## config.mk

```make
export PLATFORM = sky130hd
export DESIGN_NAME = at_response_ipd_parser_top
export DESIGN_NICKNAME = d
export VERILOG_FILES = /design/src/hw/rtl/aripd_pkg.sv /design/src/hw/rtl/aripd_in_reg.sv /design/src/hw/rtl/aripd_line_scan.sv /design/src/hw/rtl/aripd_core.sv /design/src/hw/rtl/at_response_ipd_parser_top.sv
export SDC_FILE = /design/constraint.sdc
export NUM_CORES = 1
export LEC_CHECK = 0
export BUFFER_PORTS_ARGS = -buffer_cell sky130_fd_sc_hd__buf_2
export CORE_UTILIZATION = 61
export DETAILED_ROUTE_END_ITERATION = 8
export PLACE_DENSITY = 0.76
export SLEW_MARGIN = 10
export SYNTH_ARGS = -nofsm -noshare
export SYNTH_HDL_FRONTEND = slang
export SYNTH_SLANG_ARGS = --single-unit
```

## constraint.sdc

```tcl
create_clock -name i_clk -period 6.6 [get_ports i_clk]
set_clock_uncertainty 0.1 [all_clocks]
set_input_delay 0.33 -clock i_clk [delete_from_list [all_inputs] [get_ports i_clk]]
set_output_delay 0.33 -clock i_clk [all_outputs]
set_load 0.01 [all_outputs]
```

## src/hw/rtl/aripd_pkg.sv

```systemverilog
// ----------------------------------------------------------------------------
// aripd_pkg
// Shared types and constants for the AT response / +IPD parser.
// ----------------------------------------------------------------------------
`default_nettype none

package aripd_pkg;

    // Input word: one request per handshake
    typedef struct packed {
        logic [1:0] req_type;
        logic [7:0] rx_byte;
    } t_in_word;

    // Result word: one per accepted input word
    typedef struct packed {
        logic       payload_valid;
        logic [7:0] payload_byte;
        logic [3:0] payload_link;
        logic       payload_last;
        logic [2:0] cmd_status;
        logic [2:0] line_event;
    } t_out_word;

    // Request codes
    localparam logic [1:0] REQ_BYTE = 2'd0;
    localparam logic [1:0] REQ_CMD  = 2'd1;
    localparam logic [1:0] REQ_SEND = 2'd2;

    // Parser modes
    typedef enum logic [1:0] {
        MODE_LINE    = 2'd0,
        MODE_LEN     = 2'd1,
        MODE_PAYLOAD = 2'd2
    } t_parse_mode;

    // Command tracking
    typedef enum logic [2:0] {
        CMD_IDLE    = 3'd0,
        CMD_PENDING = 3'd1,
        CMD_SENDING = 3'd2,
        CMD_SUCCESS = 3'd3,
        CMD_ERROR   = 3'd4
    } t_cmd_state;

    // Line event codes
    typedef enum logic [2:0] {
        EV_NONE   = 3'd0,
        EV_OK     = 3'd1,
        EV_ERROR  = 3'd2,
        EV_GOTIP  = 3'd3,
        EV_PROMPT = 3'd4
    } t_line_event;

    // Keyword hit flags at the newest byte
    typedef struct packed {
        logic ok;
        logic error;
        logic gotip;
        logic fail;
    } t_kw_hits;

    // Line head: first bytes of a line, index 0 is the first byte
    localparam int HEAD_KEEP  = 10;
    localparam int HEAD_IDX_W = 4;
    typedef logic [HEAD_KEEP-1:0][7:0] t_head;

    // Tail window: 10 stored bytes plus the incoming byte
    localparam int TAIL_KEEP = 10;
    typedef logic [TAIL_KEEP*8-1:0]     t_tail;
    typedef logic [(TAIL_KEEP+1)*8-1:0] t_window;

    // Header field positions
    localparam logic [HEAD_IDX_W-1:0] POS_LINK  = 4'd7;
    localparam logic [HEAD_IDX_W-1:0] POS_DIGIT = 4'd9;

    // Single characters
    localparam logic [7:0] CHAR_CR    = 8'h0D;
    localparam logic [7:0] CHAR_LF    = 8'h0A;
    localparam logic [7:0] CHAR_GT    = ">";
    localparam logic [7:0] CHAR_COLON = ":";
    localparam logic [7:0] CHAR_ZERO  = "0";
    localparam logic [7:0] ASCII_MAX  = 8'h7F;

    // Match strings, last character in the low byte
    localparam logic [31:0] KW_OK    = {"OK", CHAR_CR, CHAR_LF};
    localparam logic [55:0] KW_ERROR = {"ERROR", CHAR_CR, CHAR_LF};
    localparam logic [87:0] KW_GOTIP = "WIFI GOT IP";
    localparam logic [47:0] KW_FAIL  = {"FAIL", CHAR_CR, CHAR_LF};
    localparam logic [55:0] IPD_HDR  = {CHAR_CR, CHAR_LF, "+IPD,"};

    // Link mask after reset
    localparam logic [3:0] LINK_MASK_RST = 4'd7;

endpackage

`default_nettype wire

```

## src/hw/rtl/aripd_in_reg.sv

```systemverilog
// ----------------------------------------------------------------------------
// aripd_in_reg
// Input register stage; holds one word and stalls upstream only when full
// and the core cannot take the word this cycle.
// ----------------------------------------------------------------------------
`default_nettype none

module aripd_in_reg (
    input  wire logic               i_clk,
    input  wire logic               i_rst_n,
    input  wire logic               i_in_valid,
    input  wire aripd_pkg::t_in_word i_in_data,
    output logic                    o_in_stall,
    output logic                    o_vld,
    output aripd_pkg::t_in_word     o_word,
    input  wire logic               i_take
);

    logic                r_vld;
    aripd_pkg::t_in_word r_word;

    // full and not draining this cycle
    assign o_in_stall = r_vld && !i_take;

    // valid flag
    always_ff @(posedge i_clk) begin
        if (!i_rst_n) begin
            r_vld <= 1'b0;
        end else if (!o_in_stall) begin
            r_vld <= i_in_valid;
        end
    end

    // payload
    always_ff @(posedge i_clk) begin
        if (i_in_valid && !o_in_stall) begin
            r_word <= i_in_data;
        end
    end

    assign o_vld  = r_vld;
    assign o_word = r_word;

endmodule

`default_nettype wire

```

## src/hw/rtl/aripd_line_scan.sv

```systemverilog
// ----------------------------------------------------------------------------
// aripd_line_scan
// Fixed-position compares: keyword endings in the tail window and the
// +IPD header at the start of the line.
// ----------------------------------------------------------------------------
`default_nettype none

module aripd_line_scan (
    input  wire aripd_pkg::t_window i_window,
    input  wire aripd_pkg::t_head   i_head,
    output aripd_pkg::t_kw_hits     o_hits,
    output logic                    o_ipd_hdr
);

    // keyword ends at the newest byte (low byte of the window)
    assign o_hits.ok    = (i_window[31:0] == aripd_pkg::KW_OK);
    assign o_hits.error = (i_window[55:0] == aripd_pkg::KW_ERROR);
    assign o_hits.gotip = (i_window[87:0] == aripd_pkg::KW_GOTIP);
    assign o_hits.fail  = (i_window[47:0] == aripd_pkg::KW_FAIL);

    // header bytes 0..6
    assign o_ipd_hdr = ({i_head[0], i_head[1], i_head[2], i_head[3],
                         i_head[4], i_head[5], i_head[6]} == aripd_pkg::IPD_HDR);

endmodule

`default_nettype wire

```

## src/hw/rtl/aripd_core.sv

```systemverilog
// ----------------------------------------------------------------------------
// aripd_core
// Parser state, single-pass next-state logic and the result register.
// ----------------------------------------------------------------------------
`default_nettype none

module aripd_core #(
    parameter int LINE_MAX  = 256,
    parameter int LINK_BITS = 4
) (
    input  wire logic                i_clk,
    input  wire logic                i_rst_n,
    input  wire logic [3:0]          i_link_mask,
    input  wire logic                i_vld,
    input  wire aripd_pkg::t_in_word i_word,
    output logic                     o_take,
    output logic                     o_out_valid,
    output aripd_pkg::t_out_word     o_out_data,
    input  wire logic                i_out_stall
);

    localparam int CNT_W = $clog2(LINE_MAX + 1);

    localparam logic [aripd_pkg::HEAD_IDX_W-1:0] POS_LINK_IDX  = aripd_pkg::POS_LINK;
    localparam logic [aripd_pkg::HEAD_IDX_W-1:0] POS_DIGIT_IDX = aripd_pkg::POS_DIGIT;

    // length digit: (b - '0') kept to 16 bits
    function automatic logic [15:0] digit16(input logic [7:0] b);
        digit16 = {8'd0, b} - {8'd0, aripd_pkg::CHAR_ZERO};
    endfunction

    // x*10 + digit, wrapping at 16 bits
    function automatic logic [15:0] fold(input logic [15:0] x, input logic [7:0] b);
        fold = (x << 3) + (x << 1) + digit16(b);
    endfunction

    // state
    aripd_pkg::t_parse_mode r_mode, n_mode;
    logic [CNT_W-1:0]       r_count, n_count;
    aripd_pkg::t_tail       r_tail, n_tail;
    aripd_pkg::t_kw_hits    r_kw, n_kw;
    logic [LINK_BITS-1:0]   r_link, n_link;
    logic [15:0]            r_left, n_left;
    aripd_pkg::t_cmd_state  r_cmd, n_cmd;
    logic                   r_drop, n_drop;
    aripd_pkg::t_head       r_head;
    logic                   head_we;

    // result register
    logic                   r_out_vld;
    aripd_pkg::t_out_word   r_out, n_out;

    aripd_pkg::t_window     window;
    aripd_pkg::t_kw_hits    hits;
    logic                   ipd_hdr;

    assign o_take = i_vld && (!r_out_vld || !i_out_stall);
    assign window = {r_tail, i_word.rx_byte};

    aripd_line_scan u_scan (
        .i_window  (window),
        .i_head    (r_head),
        .o_hits    (hits),
        .o_ipd_hdr (ipd_hdr)
    );

    // next state and result
    always_comb begin
        logic [7:0]            b;
        logic                  done;
        logic                  clr;
        aripd_pkg::t_kw_hits   kw_now;
        aripd_pkg::t_cmd_state result;
        aripd_pkg::t_line_event ev;
        logic [15:0]           base;
        logic [15:0]           dlink;

        b       = i_word.rx_byte;
        done    = 1'b0;
        clr     = 1'b0;
        kw_now  = r_kw | hits;
        result  = aripd_pkg::CMD_IDLE;
        ev      = aripd_pkg::EV_NONE;
        base    = digit16(r_head[POS_DIGIT_IDX]);
        dlink   = digit16(r_head[POS_LINK_IDX]);
        head_we = 1'b0;

        n_mode = r_mode;
        n_count = r_count;
        n_tail = r_tail;
        n_kw   = r_kw;
        n_link = r_link;
        n_left = r_left;
        n_cmd  = r_cmd;
        n_drop = r_drop;
        n_out  = '0;

        case (i_word.req_type)
            aripd_pkg::REQ_CMD: begin
                n_cmd = aripd_pkg::CMD_PENDING;
            end
            aripd_pkg::REQ_SEND: begin
                n_cmd = aripd_pkg::CMD_SENDING;
            end
            aripd_pkg::REQ_BYTE: begin
                if (r_drop) begin
                    n_drop = 1'b0;
                end else begin
                    case (r_mode)
                        aripd_pkg::MODE_LEN: begin
                            if (b == aripd_pkg::CHAR_COLON) begin
                                n_mode = (r_left == 16'd0) ? aripd_pkg::MODE_LINE
                                                           : aripd_pkg::MODE_PAYLOAD;
                            end else begin
                                n_left = fold(r_left, b);
                            end
                        end
                        aripd_pkg::MODE_PAYLOAD: begin
                            n_out.payload_valid = 1'b1;
                            n_out.payload_byte  = b;
                            n_out.payload_link  = 4'(r_link);
                            if (r_left <= 16'd1) begin
                                n_left              = 16'd0;
                                n_out.payload_last  = 1'b1;
                                n_mode              = aripd_pkg::MODE_LINE;
                            end else begin
                                n_left = r_left - 16'd1;
                            end
                        end
                        default: begin
                            // line mode
                            head_we = (r_count < CNT_W'(aripd_pkg::HEAD_KEEP));
                            n_tail  = window[aripd_pkg::TAIL_KEEP*8-1:0];
                            n_kw    = kw_now;
                            if (b > aripd_pkg::ASCII_MAX) begin
                                // non-ASCII byte only extends the line
                            end else if (b == aripd_pkg::CHAR_LF && r_count > CNT_W'(2)) begin
                                if (kw_now.ok) begin
                                    ev = aripd_pkg::EV_OK;
                                    result = aripd_pkg::CMD_SUCCESS;
                                end else if (kw_now.error) begin
                                    ev = aripd_pkg::EV_ERROR;
                                    result = aripd_pkg::CMD_ERROR;
                                end else if (kw_now.gotip) begin
                                    ev = aripd_pkg::EV_GOTIP;
                                end else if (kw_now.fail) begin
                                    ev = aripd_pkg::EV_ERROR;
                                    result = aripd_pkg::CMD_ERROR;
                                end
                                if (result != aripd_pkg::CMD_IDLE &&
                                    (r_cmd inside {aripd_pkg::CMD_PENDING,
                                                   aripd_pkg::CMD_SENDING})) begin
                                    n_cmd = result;
                                end
                                if (ev != aripd_pkg::EV_NONE) begin
                                    clr  = 1'b1;
                                    done = 1'b1;
                                end
                            end else if (r_cmd == aripd_pkg::CMD_SENDING) begin
                                if (b == aripd_pkg::CHAR_GT) begin
                                    n_cmd  = aripd_pkg::CMD_SUCCESS;
                                    n_drop = 1'b1;
                                    ev     = aripd_pkg::EV_PROMPT;
                                    clr    = 1'b1;
                                    done   = 1'b1;
                                end
                            end else if (r_count == CNT_W'(aripd_pkg::HEAD_KEEP) &&
                                         ipd_hdr) begin
                                n_link = dlink[LINK_BITS-1:0] & i_link_mask[LINK_BITS-1:0];
                                if (b == aripd_pkg::CHAR_COLON) begin
                                    n_left = base;
                                    n_mode = (base == 16'd0) ? aripd_pkg::MODE_LINE
                                                             : aripd_pkg::MODE_PAYLOAD;
                                end else begin
                                    n_left = fold(base, b);
                                    n_mode = aripd_pkg::MODE_LEN;
                                end
                                clr  = 1'b1;
                                done = 1'b1;
                            end
                            if (clr) begin
                                n_count = '0;
                                n_kw    = '0;
                                n_tail  = '0;
                            end else if (!done && r_count < CNT_W'(LINE_MAX)) begin
                                n_count = r_count + CNT_W'(1);
                            end
                        end
                    endcase
                end
            end
            default: begin
                // unused request code: status only
            end
        endcase

        n_out.cmd_status = r_cmd == n_cmd ? r_cmd : n_cmd;
        n_out.line_event = ev;
    end

    // control state
    always_ff @(posedge i_clk) begin
        if (!i_rst_n) begin
            r_mode  <= aripd_pkg::MODE_LINE;
            r_count <= '0;
            r_tail  <= '0;
            r_kw    <= '0;
            r_link  <= '0;
            r_left  <= 16'd0;
            r_cmd   <= aripd_pkg::CMD_IDLE;
            r_drop  <= 1'b0;
        end else if (o_take) begin
            r_mode  <= n_mode;
            r_count <= n_count;
            r_tail  <= n_tail;
            r_kw    <= n_kw;
            r_link  <= n_link;
            r_left  <= n_left;
            r_cmd   <= n_cmd;
            r_drop  <= n_drop;
        end
    end

    // line head capture, no reset
    always_ff @(posedge i_clk) begin
        if (o_take && head_we) begin
            r_head[r_count[aripd_pkg::HEAD_IDX_W-1:0]] <= i_word.rx_byte;
        end
    end

    // result register
    always_ff @(posedge i_clk) begin
        if (!i_rst_n) begin
            r_out_vld <= 1'b0;
        end else if (!r_out_vld || !i_out_stall) begin
            r_out_vld <= o_take;
        end
    end

    always_ff @(posedge i_clk) begin
        if (o_take) begin
            r_out <= n_out;
        end
    end

    assign o_out_valid = r_out_vld;
    assign o_out_data  = r_out;

endmodule

`default_nettype wire

```

## src/hw/rtl/at_response_ipd_parser_top.sv

```systemverilog
// An accepted input word goes through the input register, then the result
// register. Throughput: one word per cycle while i_out_stall is low; the two
// registers decouple the sides, so one word is taken while a result waits.
// Reset (i_rst_n low, synchronous): line mode, counters, tail window,
// command status and link mask (back to 7) cleared; line head is not reset.
// ----------------------------------------------------------------------------
// at_response_ipd_parser_top
// AT response parser with +IPD packet extraction: completes commands on
// OK / ERROR / FAIL lines and forwards packet payload tagged with its link.
// ----------------------------------------------------------------------------
`default_nettype none

module at_response_ipd_parser_top #(
    parameter int LINE_MAX  = 256,
    parameter int LINK_BITS = 4
) (
    input  wire logic                 i_clk,
    input  wire logic                 i_rst_n,
    // input words
    input  wire logic                 i_in_valid,
    input  wire aripd_pkg::t_in_word  i_in_data,
    output logic                      o_in_stall,
    // result words
    output logic                      o_out_valid,
    output aripd_pkg::t_out_word      o_out_data,
    input  wire logic                 i_out_stall,
    // link mask register
    input  wire logic                 i_cfg_valid,
    input  wire logic [3:0]           i_cfg_data,
    output logic                      o_cfg_ready
);

    logic                cfg_write;
    logic [3:0]          r_mask;
    logic                st_vld;
    aripd_pkg::t_in_word st_word;
    logic                take;

    // link mask register, always ready
    assign o_cfg_ready = 1'b1;
    assign cfg_write   = i_cfg_valid && o_cfg_ready;

    always_ff @(posedge i_clk) begin
        if (!i_rst_n) begin
            r_mask <= aripd_pkg::LINK_MASK_RST;
        end else if (cfg_write) begin
            r_mask <= i_cfg_data;
        end
    end

    aripd_in_reg u_in (
        .i_clk      (i_clk),
        .i_rst_n    (i_rst_n),
        .i_in_valid (i_in_valid),
        .i_in_data  (i_in_data),
        .o_in_stall (o_in_stall),
        .o_vld      (st_vld),
        .o_word     (st_word),
        .i_take     (take)
    );

    aripd_core #(
        .LINE_MAX  (LINE_MAX),
        .LINK_BITS (LINK_BITS)
    ) u_core (
        .i_clk       (i_clk),
        .i_rst_n     (i_rst_n),
        .i_link_mask (r_mask),
        .i_vld       (st_vld),
        .i_word      (st_word),
        .o_take      (take),
        .o_out_valid (o_out_valid),
        .o_out_data  (o_out_data),
        .i_out_stall (i_out_stall)
    );

endmodule

`default_nettype wire
```

==> summary.txt <==
status: completed
critical path arrival: 4420 ps
Yosys top cell area share: 26.2%
post-synthesis async set-or-reset flop share: 0%
worst rel slew slack: 17.3%
setup_tns: 0 ps
clk_lat worst skew: 530 ps
clk sink count: 223
global route overflow: 0
startpoint class of the critical path: flop
wire length of the first global-routing pass: 43600 um
Starting Density: 62.4%
Reg2Reg Launch Point: u_in.o_word[4]
Critical path origin: u_in.o_word[4]
syn avg cell area: 10.3 um^2
Die H: 138 um
Final min period: 4060 ps
Die ar.: 19000 um^2
crit path to: u_core.r_left[14]
largest area contributor in the netlist: edfxtp_1
worst hold slack: 45.0 ps
RSZ-0062 raised after global routing: false
top cells by area, synth: edfxtp_1 (26%), dfxtp_1 (22%), a22oi_1 (5.5%), nor2_1 (4.7%), ha_1 (4.7%)
wire length per cell: 20.1 um
vias in the first global route: 8345
worst min-delay path category: in2reg
Via Count: 8875
Leakage: 4.67 nW
total CTS buffers: 24
Clock Pin Slew Worst Setup and Hold Paths: 60 ps
Final Hold Fails: 0
Mapped Cells: 1094
Worst Reg2Reg Path Length in Cells: 14
# rows: 49
DRT iter0 DRCs: 834
syn_nets: 1177
Post-route DRC: 0
IR drop worst, VDD: 266 uV
Max FO, Critical Path: 16
Die X: 138 um
Final setup violation count: 0
clk buf depth: 3
nets@finish: 1220
Post-Synth Simple-Gate Area: 19.5%
largest net degree at the start of global routing: 101
power density over cell area: 234 nW/um^2
grt met3 use: 4.64%
# port buffers: 40
met2 GRT Util: 47.4%
TritonRoute pass-1 iters: 5
worst reg2reg setup slack: 2540 ps
fillers: 1381
vias per std cell: 6.41
crit end category: flop
Final Slew Violations: 0
share of post-route cells with drive strength above 1: 10.8%
initial antenna violation count: 0
post-synthesis adder-cell area fraction: 8.59%
EDFF count, synth: 98
main combinational cell family by area after synthesis: simple AND/OR/NAND/NOR gates
Crit path required time: 6960 ps
Compound-Gate Fraction of Synth Area: 16.0%
met1 GRT Util: 42.3%
Syn. warnings: 0
fin area: 12600 um^2
post_cts resized: 0
Core Area: 18000 um^2
# IOs: 42
Maximum Capacitance Violations: 0
gp weighted congestion: 0.951
grt peak-use layer: met2
H-tree Lvls: 1
period utilization: 61.5%
multiplexer share of the synthesized area: 1.08%
Synth cell types: 81
Total GRT Usage: 29.8%
Placement Cell Area: 11600 um^2
Final HPWL DP: 18900 um
Synth Flop Type: dfxtp_1
r2r endpoint: u_core.r_left[14]
Fmax: 0.246 GHz
kind of critical path: reg2reg
post-route ant nets: 0
Area Growth Syn to Fin: 11.7%
final WL: 27900 um
root buffer cell: clkbuf_16
worst slew pin tran: 1230 ps
synthesized cell area: 11200 um^2
diode count: 0
CTS tree: done
total power: 2.95 mW
Synth Area in XOR/XNOR: 2.72%
#FFs+latches synth: 223
sequential share of the synthesized area: 48.4%
-- cells by family (layout without fill, tap and decap cells) --
| kind of cell | count (synthesis) | count (layout) |
|---|---|---|
| AO/OA/AOI/OAI | 249 | 249 |
| XOR/XNOR | 35 | 35 |
| adder cells (fa/ha/maj) | 64 | 64 |
| buffers and inverters | 106 | 167 |
| flip-flops | 223 | 223 |
| multiplexers | 12 | 12 |
| other | 1 | 1 |
| AND/OR/NAND/NOR | 404 | 404 |
-- sequential cells by signal, indices dropped and copies added (netlist names), 4 cells and up --
name,count
u_core.r_left,16
u_core.r_link,4
u_in.o_word,10
u_core.r_kw,4
u_core.o_out_data,20
u_core.r_head,68
u_core.r_count,9
u_core.r_tail,80
r_mask,4
-- per-layer routing --
metal  vias up  part of all wire, %  wire length (um)
li1       4174                    -                 -
met1      4285                   45             12400
met2       365                   46             12800
met3        51                  7.2              2020
met4         0                  2.2               612
met5         -                    0                 0
-- worst min-delay path by stage --
stage | endpoint | cells past startpoint | from
floorplan | u_in.o_word[0] | 0 | i_in_data[0]
global placement | u_core.r_kw[1] | 2 | u_core.r_kw[1]
detailed placement | u_core.r_kw[1] | 2 | u_core.r_kw[1]
CTS | r_mask[0] | 3 | i_cfg_valid
global route | r_mask[0] | 3 | i_cfg_valid
finish | r_mask[0] | 3 | i_cfg_valid
-- critical path, stage by stage (launching register included) --
cell	delay, ps
edfxtp_1	670
ha_1	400
xnor2_1	290
inv_1	110
fa_1	540
inv_1	40
ha_1	340
o21ai_0	110
a21oi_1	210
o211ai_1	120
a21oi_1	180
nor3b_1	80
or4_1	470
a31oi_1	150
o221a_1	190
-- synthesized netlist by cell type, types with 10 or more instances --
library cell  number
dfxtp_1          125
nor4bb_1          14
nor3_1            30
nor2_1           141
clkbuf_1          41
nor4b_1           18
and3_1            17
a21oi_1           42
nor4_1            16
a211oi_1          10
mux2i_1           11
nand3_1           22
nor3b_1           10
and2_1            13
xor2_1            14
inv_1             55
nand2_1           50
o21ai_0           27
edfxtp_1          98
ha_1              42
nand4_1           21
xnor2_1           21
fa_1              22
a22oi_1           83
-- where the power goes --
part	switching (mW)	internal [mW]
clock	0.550	0.745
sequential	0.0242	1.46
combinational	0.105	0.0669
total	0.679	2.27
-- cell usage in the layout, fill, tap and decap left out, types with 16 or more instances in the layout --
cell type      instances
a21oi_1               42
a22oi_1               83
and3_1                17
buf_2                 40
clkbuf_16             24
dfxtp_1              125
dlygate4sd3_1         16
edfxtp_1              98
fa_1                  22
ha_1                  42
inv_1                 54
nand2_1               50
nand3_1               21
nand4_1               21
nor2_1               141
nor3_1                28
nor4_1                16
nor4b_1               18
o21ai_0               27
xnor2_1               21
-- final cells by class --
cell class,instances,area (um^2),area share [%]
Clock buffer,31,657,5.23
Clock inverter,13,105,0.836
Inverter,56,210,1.67
Multi-Input combinational cell,765,5420,43.1
Sequential cell,223,5450,43.3
Tap cell,229,287,2.28
Timing Repair Buffer,67,443,3.52
-- repair_timing --
| item | CTS | global route |
|---|---|---|
| setup buffers | 0 | 0 |
| endpoints found under the hold margin | 16 | 0 |
| hold buffers | 16 | 0 |
-- stage by stage --
stage / cells / utilization [%] / setup slack, ps
4_1_cts: 1384 / 69.7 / 2560
2_1_floorplan: 1094 / - / 1680
6_report: 1384 / 69.7 / 2540
3_5_place_dp: 1324 / 64.6 / 2600
5_1_grt: 1384 / 69.7 / 2180
3_3_place_gp: 1324 / 64.6 / 2690
Power figures use the tool's default switching activity.
